File: src/rtl/tidpc_pkg.sv
`timescale 1ns / 1ps
`default_nettype none

package tidpc_pkg;

   // Page geometry
   localparam int PAGE_BYTES = 128;
   localparam int ADDR_W     = 7;
   localparam int BYTE_W     = 8;
   localparam int CODE_W     = 5;
   localparam int HELD_W     = 16;   // widest held text field
   localparam int HELD_POS_W = 4;

   // Entries in the queue between classifier and emitter
   localparam int QUEUE_DEPTH = 2;
   localparam int QUEUE_PTR_W = (QUEUE_DEPTH > 1) ? $clog2(QUEUE_DEPTH) : 1;
   localparam int QUEUE_CNT_W = $clog2(QUEUE_DEPTH + 1);

   // Finding codes, in rule order
   localparam logic [CODE_W-1:0] F_NONE             = 5'd0;
   localparam logic [CODE_W-1:0] F_ID_RESERVED      = 5'd1;
   localparam logic [CODE_W-1:0] F_ID_VENDOR        = 5'd2;
   localparam logic [CODE_W-1:0] F_EXT_ID           = 5'd3;
   localparam logic [CODE_W-1:0] F_CONN_RESERVED    = 5'd4;
   localparam logic [CODE_W-1:0] F_CONN_VENDOR      = 5'd5;
   localparam logic [CODE_W-1:0] F_BYTE5_RESERVED   = 5'd6;
   localparam logic [CODE_W-1:0] F_BYTE8_RESERVED   = 5'd7;
   localparam logic [CODE_W-1:0] F_BYTE9_RESERVED   = 5'd8;
   localparam logic [CODE_W-1:0] F_ENCODING         = 5'd9;
   localparam logic [CODE_W-1:0] F_RATE_ZERO        = 5'd10;
   localparam logic [CODE_W-1:0] F_MAX_RATE_ZERO    = 5'd11;
   localparam logic [CODE_W-1:0] F_MAX_RATE_LOW     = 5'd12;
   localparam logic [CODE_W-1:0] F_MIN_RATE_HIGH    = 5'd13;
   localparam logic [CODE_W-1:0] F_RATE_ID_ODD      = 5'd14;
   localparam logic [CODE_W-1:0] F_RATE_ID_RESERVED = 5'd15;
   localparam logic [CODE_W-1:0] F_UNPRINTABLE      = 5'd16;
   localparam logic [CODE_W-1:0] F_BYTE36_RESERVED  = 5'd17;
   localparam logic [CODE_W-1:0] F_CABLE_CLASH      = 5'd18;
   localparam logic [CODE_W-1:0] F_PASSIVE_BYTE60   = 5'd19;
   localparam logic [CODE_W-1:0] F_PASSIVE_BYTE61   = 5'd20;
   localparam logic [CODE_W-1:0] F_ACTIVE_BYTE60    = 5'd21;
   localparam logic [CODE_W-1:0] F_ACTIVE_BYTE61    = 5'd22;
   localparam logic [CODE_W-1:0] F_BYTE62_RESERVED  = 5'd23;
   localparam logic [CODE_W-1:0] F_CC_BASE          = 5'd24;
   localparam logic [CODE_W-1:0] F_BYTE64_RESERVED  = 5'd25;
   localparam logic [CODE_W-1:0] F_BYTE65_CLASH     = 5'd26;
   localparam logic [CODE_W-1:0] F_BYTE65_RESERVED  = 5'd27;
   localparam logic [CODE_W-1:0] F_YEAR             = 5'd28;
   localparam logic [CODE_W-1:0] F_MONTH            = 5'd29;
   localparam logic [CODE_W-1:0] F_DAY              = 5'd30;
   localparam logic [CODE_W-1:0] F_CC_EXT           = 5'd31;

   // Classified work for one page byte: up to two immediate findings,
   // plus a mask of unprintable positions of a held field that just closed.
   typedef struct packed {
      logic [ADDR_W-1:0] addr;
      logic [1:0]        imm_cnt;
      logic [CODE_W-1:0] code0;
      logic              warn0;
      logic [CODE_W-1:0] code1;
      logic              warn1;
      logic [HELD_W-1:0] mask;
      logic [ADDR_W-1:0] mask_base;
   } job_type;

endpackage

`default_nettype wire

File: src/rtl/tidpc_front.sv
`timescale 1ns / 1ps
`default_nettype none

module tidpc_front
   import tidpc_pkg::*;
(
   input  wire logic              clock,
   input  wire logic              reset,
   input  wire logic              accept,
   input  wire logic [ADDR_W-1:0] byte_address,
   input  wire logic [BYTE_W-1:0] byte_value,
   output job_type                job
);

   // Page byte addresses with rules of their own
   localparam logic [ADDR_W-1:0] A_ID         = 7'd0;
   localparam logic [ADDR_W-1:0] A_EXT_ID     = 7'd1;
   localparam logic [ADDR_W-1:0] A_CONNECTOR  = 7'd2;
   localparam logic [ADDR_W-1:0] A_BYTE5      = 7'd5;
   localparam logic [ADDR_W-1:0] A_CABLE      = 7'd8;
   localparam logic [ADDR_W-1:0] A_BYTE9      = 7'd9;
   localparam logic [ADDR_W-1:0] A_ENCODING   = 7'd11;
   localparam logic [ADDR_W-1:0] A_NOM_RATE   = 7'd12;
   localparam logic [ADDR_W-1:0] A_RATE_ID    = 7'd13;
   localparam logic [ADDR_W-1:0] A_BYTE36     = 7'd36;
   localparam logic [ADDR_W-1:0] A_BYTE60     = 7'd60;
   localparam logic [ADDR_W-1:0] A_BYTE61     = 7'd61;
   localparam logic [ADDR_W-1:0] A_BYTE62     = 7'd62;
   localparam logic [ADDR_W-1:0] A_CC_BASE    = 7'd63;
   localparam logic [ADDR_W-1:0] A_BYTE64     = 7'd64;
   localparam logic [ADDR_W-1:0] A_BYTE65     = 7'd65;
   localparam logic [ADDR_W-1:0] A_MAX_RATE   = 7'd66;
   localparam logic [ADDR_W-1:0] A_MIN_RATE   = 7'd67;
   localparam logic [ADDR_W-1:0] A_YEAR_HI    = 7'd84;
   localparam logic [ADDR_W-1:0] A_YEAR_LO    = 7'd85;
   localparam logic [ADDR_W-1:0] A_MONTH_HI   = 7'd86;
   localparam logic [ADDR_W-1:0] A_MONTH_LO   = 7'd87;
   localparam logic [ADDR_W-1:0] A_DAY_HI     = 7'd88;
   localparam logic [ADDR_W-1:0] A_DAY_LO     = 7'd89;
   localparam logic [ADDR_W-1:0] A_CC_EXT     = 7'd95;
   localparam logic [ADDR_W-1:0] A_BASE_LAST  = 7'd62;
   localparam logic [ADDR_W-1:0] A_EXT_LAST   = 7'd94;

   // Held text fields: part number, revision, serial number
   localparam logic [ADDR_W-1:0] PART_START   = 7'd40;
   localparam logic [ADDR_W-1:0] PART_END     = 7'd55;
   localparam logic [ADDR_W-1:0] REV_START    = 7'd56;
   localparam logic [ADDR_W-1:0] REV_END      = 7'd59;
   localparam logic [ADDR_W-1:0] SERIAL_START = 7'd68;
   localparam logic [ADDR_W-1:0] SERIAL_END   = 7'd83;

   localparam logic [1:0] CABLE_PASSIVE = 2'b01;
   localparam logic [1:0] CABLE_ACTIVE  = 2'b10;
   localparam logic [1:0] CABLE_BOTH    = 2'b11;

   // byte 66 * 250 < 25400 reduces to byte 66 below this bound
   localparam int NOMINAL_MIN = 25400;
   localparam int RATE_UNIT   = 250;
   localparam logic [BYTE_W-1:0] RATE_FLOOR =
      BYTE_W'((NOMINAL_MIN + RATE_UNIT - 1) / RATE_UNIT);
   localparam logic [ADDR_W:0] PAGE_LIMIT = (ADDR_W + 1)'(PAGE_BYTES);

   logic [1:0]        cable_mode_ff, cable_mode_in;
   logic              rate_sat_ff, rate_sat_in;
   logic [7:0]        base_sum_ff, base_sum_in;
   logic [7:0]        ext_sum_ff, ext_sum_in;
   logic [HELD_W-1:0] pending_ff, pending_in;
   logic              nonzero_ff, nonzero_in;
   logic              digit_ok_ff, digit_ok_in;
   logic [3:0]        tens_ff, tens_in;

   logic                  in_page;
   logic                  is_printable;
   logic                  is_digit;
   logic [6:0]            pair_val;
   logic                  in_held;
   logic [ADDR_W-1:0]     held_start;
   logic [HELD_POS_W-1:0] held_last;
   logic [ADDR_W-1:0]     held_offset;
   logic [HELD_POS_W-1:0] held_pos;
   logic [HELD_W-1:0]     pend_next;
   logic                  nz_next;

   // Append one immediate finding
   function automatic job_type push(input job_type j, input logic [CODE_W-1:0] code,
                                    input logic warn);
      job_type r;
      r = j;
      if (j.imm_cnt == 2'd0) begin
         r.code0 = code;
         r.warn0 = warn;
      end else begin
         r.code1 = code;
         r.warn1 = warn;
      end
      r.imm_cnt = j.imm_cnt + 2'd1;
      return r;
   endfunction

   assign in_page      = {1'b0, byte_address} < PAGE_LIMIT;
   assign is_printable = (byte_value >= 8'h20) && (byte_value <= 8'h7E);
   assign is_digit     = (byte_value >= 8'h30) && (byte_value <= 8'h39);
   assign pair_val     = 7'({tens_ff, 3'b000}) + 7'({tens_ff, 1'b0}) + 7'(byte_value[3:0]);

   // Which held field this byte belongs to
   always_comb begin
      in_held    = 1'b1;
      held_start = PART_START;
      held_last  = HELD_POS_W'(PART_END - PART_START);
      if ((byte_address >= PART_START) && (byte_address <= PART_END)) begin
         held_start = PART_START;
         held_last  = HELD_POS_W'(PART_END - PART_START);
      end else if ((byte_address >= REV_START) && (byte_address <= REV_END)) begin
         held_start = REV_START;
         held_last  = HELD_POS_W'(REV_END - REV_START);
      end else if ((byte_address >= SERIAL_START) && (byte_address <= SERIAL_END)) begin
         held_start = SERIAL_START;
         held_last  = HELD_POS_W'(SERIAL_END - SERIAL_START);
      end else begin
         in_held = 1'b0;
      end
      held_offset = byte_address - held_start;
      held_pos    = held_offset[HELD_POS_W-1:0];
      pend_next   = ((held_pos == '0) ? '0 : pending_ff)
                    | (HELD_W'(!is_printable) << held_pos);
      nz_next     = ((held_pos == '0) ? 1'b0 : nonzero_ff) | (byte_value != 8'h00);
   end

   // Classification and state update
   always_comb begin
      job           = '0;
      job.addr      = byte_address;
      job.mask_base = held_start;
      cable_mode_in = cable_mode_ff;
      rate_sat_in   = rate_sat_ff;
      base_sum_in   = base_sum_ff;
      ext_sum_in    = ext_sum_ff;
      pending_in    = pending_ff;
      nonzero_in    = nonzero_ff;
      digit_ok_in   = digit_ok_ff;
      tens_in       = tens_ff;

      if (in_page) begin
         // running checksums, restarting at the first byte of each range
         if (byte_address <= A_BASE_LAST) begin
            base_sum_in = ((byte_address == A_ID) ? 8'h00 : base_sum_ff) + byte_value;
         end
         if ((byte_address >= A_BYTE64) && (byte_address <= A_EXT_LAST)) begin
            ext_sum_in = ((byte_address == A_BYTE64) ? 8'h00 : ext_sum_ff) + byte_value;
         end

         case (byte_address)
            A_ID: begin
               if ((byte_value >= 8'h04) && (byte_value <= 8'h7F)) begin
                  job = push(job, F_ID_RESERVED, 1'b0);
               end
               if (byte_value >= 8'h80) begin
                  job = push(job, F_ID_VENDOR, 1'b1);
               end
            end
            A_EXT_ID: begin
               if (byte_value >= 8'h08) begin
                  job = push(job, F_EXT_ID, 1'b0);
               end
            end
            A_CONNECTOR: begin
               if (((byte_value >= 8'h0E) && (byte_value <= 8'h1F)) ||
                   ((byte_value >= 8'h29) && (byte_value <= 8'h7F))) begin
                  job = push(job, F_CONN_RESERVED, 1'b0);
               end
               if (byte_value >= 8'h80) begin
                  job = push(job, F_CONN_VENDOR, 1'b1);
               end
            end
            A_BYTE5: begin
               if ((byte_value & 8'h88) != 8'h00) begin
                  job = push(job, F_BYTE5_RESERVED, 1'b0);
               end
            end
            A_CABLE: begin
               cable_mode_in = {byte_value[3], byte_value[2]};
               if (byte_value[1:0] != 2'b00) begin
                  job = push(job, F_BYTE8_RESERVED, 1'b0);
               end
               if ({byte_value[3], byte_value[2]} == CABLE_BOTH) begin
                  job = push(job, F_CABLE_CLASH, 1'b0);
               end
            end
            A_BYTE9: begin
               if (byte_value[1]) begin
                  job = push(job, F_BYTE9_RESERVED, 1'b0);
               end
            end
            A_ENCODING: begin
               if (byte_value >= 8'h09) begin
                  job = push(job, F_ENCODING, 1'b0);
               end
            end
            A_NOM_RATE: begin
               rate_sat_in = (byte_value == 8'hFF);
               if (byte_value == 8'h00) begin
                  job = push(job, F_RATE_ZERO, 1'b1);
               end
            end
            A_RATE_ID: begin
               if ((byte_value >= 8'h03) && (byte_value <= 8'h11) && byte_value[0]) begin
                  job = push(job, F_RATE_ID_ODD, 1'b1);
               end
               if (((byte_value >= 8'h12) && (byte_value <= 8'h1F)) ||
                   (byte_value >= 8'h21)) begin
                  job = push(job, F_RATE_ID_RESERVED, 1'b0);
               end
            end
            A_BYTE36: begin
               if ((byte_value == 8'h0A) || (byte_value == 8'h0F) ||
                   ((byte_value >= 8'h3B) && (byte_value <= 8'h3E)) ||
                   ((byte_value >= 8'h4D) && (byte_value <= 8'h7E)) ||
                   (byte_value >= 8'h82)) begin
                  job = push(job, F_BYTE36_RESERVED, 1'b0);
               end
            end
            A_BYTE60: begin
               if ((cable_mode_ff == CABLE_PASSIVE) && ((byte_value & 8'hFC) != 8'h00)) begin
                  job = push(job, F_PASSIVE_BYTE60, 1'b0);
               end
               if ((cable_mode_ff == CABLE_ACTIVE) && ((byte_value & 8'hF0) != 8'h00)) begin
                  job = push(job, F_ACTIVE_BYTE60, 1'b0);
               end
            end
            A_BYTE61: begin
               if ((cable_mode_ff == CABLE_PASSIVE) && (byte_value != 8'h00)) begin
                  job = push(job, F_PASSIVE_BYTE61, 1'b0);
               end
               if ((cable_mode_ff == CABLE_ACTIVE) && (byte_value != 8'h00)) begin
                  job = push(job, F_ACTIVE_BYTE61, 1'b0);
               end
            end
            A_BYTE62: begin
               if ((byte_value & 8'hFE) != 8'h00) begin
                  job = push(job, F_BYTE62_RESERVED, 1'b0);
               end
            end
            A_CC_BASE: begin
               if (byte_value != base_sum_ff) begin
                  job = push(job, F_CC_BASE, 1'b0);
               end
            end
            A_BYTE64: begin
               if (byte_value[7]) begin
                  job = push(job, F_BYTE64_RESERVED, 1'b0);
               end
            end
            A_BYTE65: begin
               if (byte_value[2:1] == 2'b11) begin
                  job = push(job, F_BYTE65_CLASH, 1'b0);
               end
               if (byte_value[0]) begin
                  job = push(job, F_BYTE65_RESERVED, 1'b0);
               end
            end
            A_MAX_RATE: begin
               if (rate_sat_ff) begin
                  if (byte_value == 8'h00) begin
                     job = push(job, F_MAX_RATE_ZERO, 1'b1);
                  end else if (byte_value < RATE_FLOOR) begin
                     job = push(job, F_MAX_RATE_LOW, 1'b1);
                  end
               end
            end
            A_MIN_RATE: begin
               if (byte_value > 8'd100) begin
                  job = push(job, F_MIN_RATE_HIGH, 1'b1);
               end
            end
            A_YEAR_HI, A_MONTH_HI, A_DAY_HI: begin
               digit_ok_in = is_digit;
               tens_in     = is_digit ? byte_value[3:0] : 4'd0;
            end
            A_YEAR_LO: begin
               if (!digit_ok_ff || !is_digit) begin
                  job = push(job, F_YEAR, 1'b0);
               end
            end
            A_MONTH_LO: begin
               if (!digit_ok_ff || !is_digit || (pair_val == 7'd0) || (pair_val > 7'd12)) begin
                  job = push(job, F_MONTH, 1'b0);
               end
            end
            A_DAY_LO: begin
               if (!digit_ok_ff || !is_digit || (pair_val == 7'd0) || (pair_val > 7'd31)) begin
                  job = push(job, F_DAY, 1'b0);
               end
            end
            A_CC_EXT: begin
               if (byte_value != ext_sum_ff) begin
                  job = push(job, F_CC_EXT, 1'b0);
               end
            end
            default: begin
            end
         endcase

         // text fields checked byte by byte: vendor name, date code tail
         if (((byte_address >= 7'd20) && (byte_address <= 7'd35)) ||
             (byte_address == 7'd90) || (byte_address == 7'd91)) begin
            if (!is_printable) begin
               job = push(job, F_UNPRINTABLE, 1'b0);
            end
         end

         // held fields report at their last byte, only if not all zero
         if (in_held) begin
            if (held_pos == held_last) begin
               job.mask   = nz_next ? pend_next : '0;
               pending_in = '0;
               nonzero_in = 1'b0;
            end else begin
               pending_in = pend_next;
               nonzero_in = nz_next;
            end
         end
      end
   end

   always_ff @(posedge clock) begin
      if (reset) begin
         cable_mode_ff <= '0;
         rate_sat_ff   <= 1'b0;
         base_sum_ff   <= '0;
         ext_sum_ff    <= '0;
         pending_ff    <= '0;
         nonzero_ff    <= 1'b0;
         digit_ok_ff   <= 1'b0;
         tens_ff       <= '0;
      end else if (accept) begin
         cable_mode_ff <= cable_mode_in;
         rate_sat_ff   <= rate_sat_in;
         base_sum_ff   <= base_sum_in;
         ext_sum_ff    <= ext_sum_in;
         pending_ff    <= pending_in;
         nonzero_ff    <= nonzero_in;
         digit_ok_ff   <= digit_ok_in;
         tens_ff       <= tens_in;
      end
   end

endmodule

`default_nettype wire

File: config.mk
export PLATFORM = sky130hd
export DESIGN_NAME = tidpc_front
export DESIGN_NICKNAME = d
export VERILOG_FILES = /design/src/rtl/tidpc_pkg.sv /design/src/rtl/tidpc_front.sv
export SDC_FILE = /design/constraint.sdc
export NUM_CORES = 1
export LEC_CHECK = 0
export ABC_AREA = 1
export BUFFER_PORTS_ARGS = -buffer_cell sky130_fd_sc_hd__buf_2
export CORE_ASPECT_RATIO = 1.5
export CORE_MARGIN = 3
export CORE_UTILIZATION = 25
export CTS_BUF_LIST = sky130_fd_sc_hd__clkbuf_4
export CTS_CLUSTER_SIZE = 28
export DETAILED_ROUTE_END_ITERATION = 8
export MAX_ROUTING_LAYER = met4
export PLACE_DENSITY = 0.48
export REMOVE_ABC_BUFFERS = 1
export SYNTH_ARGS = -nofsm -noshare
export SYNTH_HDL_FRONTEND = slang
export SYNTH_SLANG_ARGS = --single-unit
File: constraint.sdc
create_clock -name clock -period 3.61 [get_ports clock]
set_clock_uncertainty 0.1 [all_clocks]
set_input_delay 0.361 -clock clock [delete_from_list [all_inputs] [get_ports clock]]
set_output_delay 0.361 -clock clock [all_outputs]
set_load 0.005 [all_outputs]
==> results.md <==
* Hold Fails Final Rpt at 0
* Compound-Gate Fraction of Synth Area at 0.160
* R2R Path End: base_sum_ff[6]
* Maximum clock path buffer count at 2
* Final GP Congestion at 0.912
* Hold Path Depth at 3
* Synth async-reset ratio at 0
* XOR/XNOR Fraction of Synth Area at 0.0376
* WHS Endpoint: tens_ff[3]
* Starting Density at 0.258
* DIE HEIGHT at ~170 µm
* Slew margin rel. at 0.521
* Avg Cell Area, Syn at ~6 µm²
* PwrDens at approximately 220 mW/mm²
* HP Class: input pin to register
* M1 wire length at 6480 µm
* Finished Layout Cells at roughly 1100
* EDFF count, synth at 0
* Hold buffers post-CTS at 0
* WS Path Type: register to primary output
* Post-Synthesis Cells at approximately 800
* Fin nets at around 910
* Clock Root Buffer: clkbuf_4
* Final Cell Area at between 0.005 and 0.006 mm²
* Crit. End Element: primary output
* Dpl cell area at about 0.0052 mm²
* Avg Vias per Cell at between 4 and 5
* Leakage at around 2.7 nW
* Critical path fanouts, max at 3
* Setup TNS at 0 ns
* # placed instances at between 1000 and 1500
* Hold Slack at about 0.17 ns
* Maximum vdd drop at 0.126 mV
* Core area at approximately 0.018 mm²
* H-tree depth at 2
* Critical path data arrival time at 3.00 ns
* Met3 routed WL at roughly 520 µm
* Worst reg2reg setup slack at ~1.4 ns
* Synth Area in Adders at 0.133
* TritonCTS sink count at slightly above 40
* Worst-Margin Slew at ~0.72 ns
* Via count at about 5000
* Slew Viols, Final at 0
* Highest routed layer: met4
* Avg WL per Cell at approximately 15 µm
* Synth Area in Simple Gates at 0.365
* Worst-path cell chain: fa_2, fa_2, nor2_1, nand2_1, o211ai_1, nand2_1, nand2_2, nor2_4, and2_4, ha_4, nand3_2, nand2_1, buf_2
* Drt total wl at 16000 µm
* Post-route antenna net violation count at 0
* Yosys warns at 0
* Hold path start: byte_value[3]
* Largest family of logic cells by synthesized area: simple AND/OR/NAND/NOR gates
* DR WL met2 at 8440 µm
* Drt first pass iters at 4
* CTS tree: built
* Dpl hpwl at 13000 µm
* Worst skew pair latency at between 0.3 and 0.4 ns
* Primary FF master, synth: dfxtp_1
* Antenna violations before repair at 2
* DRC at 0
* Reg clk slew, reported paths at about 0.15 ns
* TritonCTS Buffers at 5
* Synth top area share at 0.189
* Synth Register Bits at 41
* I/O pins at slightly above 60
* Post-Syn Area at approximately 0.0047 mm²
* R2R cell count at 11
* Post-synthesis sequential area ratio at 0.176
* Beginning of the worst register-to-register path: base_sum_ff[0]
* 1st-iter DRT viols at 238
* Status: complete, no violations
* Die Width at about 120 µm
* Ranking of synthesized cells by area: nand2_1 19%, dfxtp_1 18%, ha_1 12%, a21oi_1 8.6%, inv_1 7.9%
* WP data required at 3.15 ns
* Max Cap Viol at 0
* Largest net degree at the start of global routing at 28
* Vias in the first global route at between 5000 and 6000
* Global Route Usage Sum at 0.158
* PortBufs at 59
* Peak Freq at slightly below 300 MHz
* Total Die Area at 0.0203 mm²
* Final setup fails at 0
* Area Overhead vs Synth at 16.7%
* Largest area contributor in the netlist: nand2_1
* Unrepaired setup endpoints after global routing: true
* Minimum clock period at 3.46 ns
* First-pass GRT wire length at between 20000 and 30000 µm
* Startpoint types: register
* Mux contribution to synthesized area at 0
* Post-synthesis cell type count at between 40 and 50
* Share of layout cells above drive strength 1 at 0.152
* Delay of the slowest cell on the worst path at ~0.56 ns
* Critical path's most frequent cell: nand2_1
* Fin crit share at 0.959
* Total global routing overflow at 0
* Slowest-stage cell, CP: fa_2
* Row count at 60
==> cell usage in the layout, fill, tap and decap left out, types with 2 or more instances in the layout <==
master / synthesis / final
a31oi_1: 2 / 2
nor2_1: 82 / 81
dfxtp_1: 41 / 38
buf_2: 2 / 59
o31ai_1: 3 / 3
nand3_1: 32 / 29
ha_4: 0 / 3
nor2_2: 2 / 2
nor3_1: 17 / 17
nand3_2: 1 / 4
or2_2: 2 / 2
fa_2: 0 / 2
o21ai_0: 31 / 31
dfxtp_2: 0 / 2
xnor2_1: 8 / 8
fa_1: 4 / 2
buf_4: 13 / 27
xor2_1: 12 / 11
ha_1: 43 / 39
conb_1: 1 / 2
inv_2: 3 / 3
nand2_4: 2 / 2
nand2_2: 4 / 6
nand4_1: 20 / 20
o2111ai_1: 2 / 2
o21a_1: 2 / 2
a21oi_1: 80 / 80
diode_2: 0 / 2
inv_1: 98 / 98
o211ai_1: 6 / 6
nand2_1: 234 / 232
clkbuf_4: 0 / 5
==> state kept, by name, summed over array words and instances, names as in the netlist <==
signal and cells:
digit_ok_ff 1, base_sum_ff 8, nonzero_ff 1, rate_sat_ff 1
cable_mode_ff 2, ext_sum_ff 8, pending_ff 16, tens_ff 4
==> what timing repair did <==
item,in CTS,in global routing
pin swaps,0,11
resized for setup,3,17
buffers inserted,0,4
setup endpoints to repair,2,3
==> per-layer routing <==
metal	vias to the layer above	global-route usage
met4	0	0.0660
met1	2318	0.170
met3	29	0.0167
met2	96	0.293
met5	-	-
li1	2637	-
==> where the power goes <==
part | switching (mW) | internal, mW
logic | 0.246 | 0.128
clock network | 0.185 | 0.147
registers | 0.00923 | 0.466
==> layout make-up <==
cell class / instances / area [µm²]
diodes: 2 / 5.00
clock buffers: 5 / 37.5
clock inverters: 3 / 46.3
fillers: 2102 / 12700
inverters: 102 / 383
multi-input cells: 607 / 3330
flip-flops and latches: 41 / 827
well taps: 248 / 310
repair buffers: 86 / 498
==> worst max-delay path: cells and delay by family (launching register included) <==
kind	cells	cell delay, ns
fa+ha+maj	3	1.26
simple gates	8	0.69
flops	1	0.39
compound gates	1	0.18
buf+inv	1	0.10
==> cells in the mapped netlist (2+ instances only) <==
library cell    n
or2_2           2
nand3_1        32
o211ai_1        6
buf_2           2
o21ai_0        31
nor2_1         82
xor2_1         12
xnor2_1         8
nor3_1         17
o21a_1          2
nand2_2         4
a31oi_1         2
and2_1          2
inv_1          98
nor2_2          2
ha_1           43
o2111ai_1       2
nand4_1        20
buf_6           3
nand2_4         2
nand2_1       234
a21oi_1        80
fa_1            4
clkbuf_1        9
buf_4          13
dfxtp_1        41
inv_2           3
o31ai_1         3
==> logic make-up (layout without fill, tap and decap cells) <==
kind of cell / count (synthesis) / in the layout
compound gates: 135 / 135
xor+xnor: 20 / 20
fa+ha+maj: 47 / 47
buf+inv: 132 / 196
flops: 41 / 41
other cells: 1 / 4
simple gates: 403 / 403
==> worst max path at each step <==
| stage | depth (start not counted) | endpoint | startpoint |
|---|---|---|---|
| finish | 13 | job[36] | tens_ff[2] |
| detailed placement | 17 | job[36] | byte_value[3] |
| CTS | 16 | job[36] | tens_ff[0] |
| global route | 13 | job[36] | tens_ff[2] |
| global placement | 20 | job[36] | byte_value[7] |
| floorplan | 14 | job[36] | byte_value[3] |
==> stage by stage <==
step,utilization,total power [mW],setup WS [ns]
after floorplan,-,0.715,0.556
after global placement,0.289,0.857,0.231
after detailed placement,0.289,0.856,0.236
after CTS,0.294,1.20,0.0474
after global routing,0.301,1.26,-0.0261
final,0.301,1.18,0.147
Note: power is estimated with default switching activity, not from simulation.
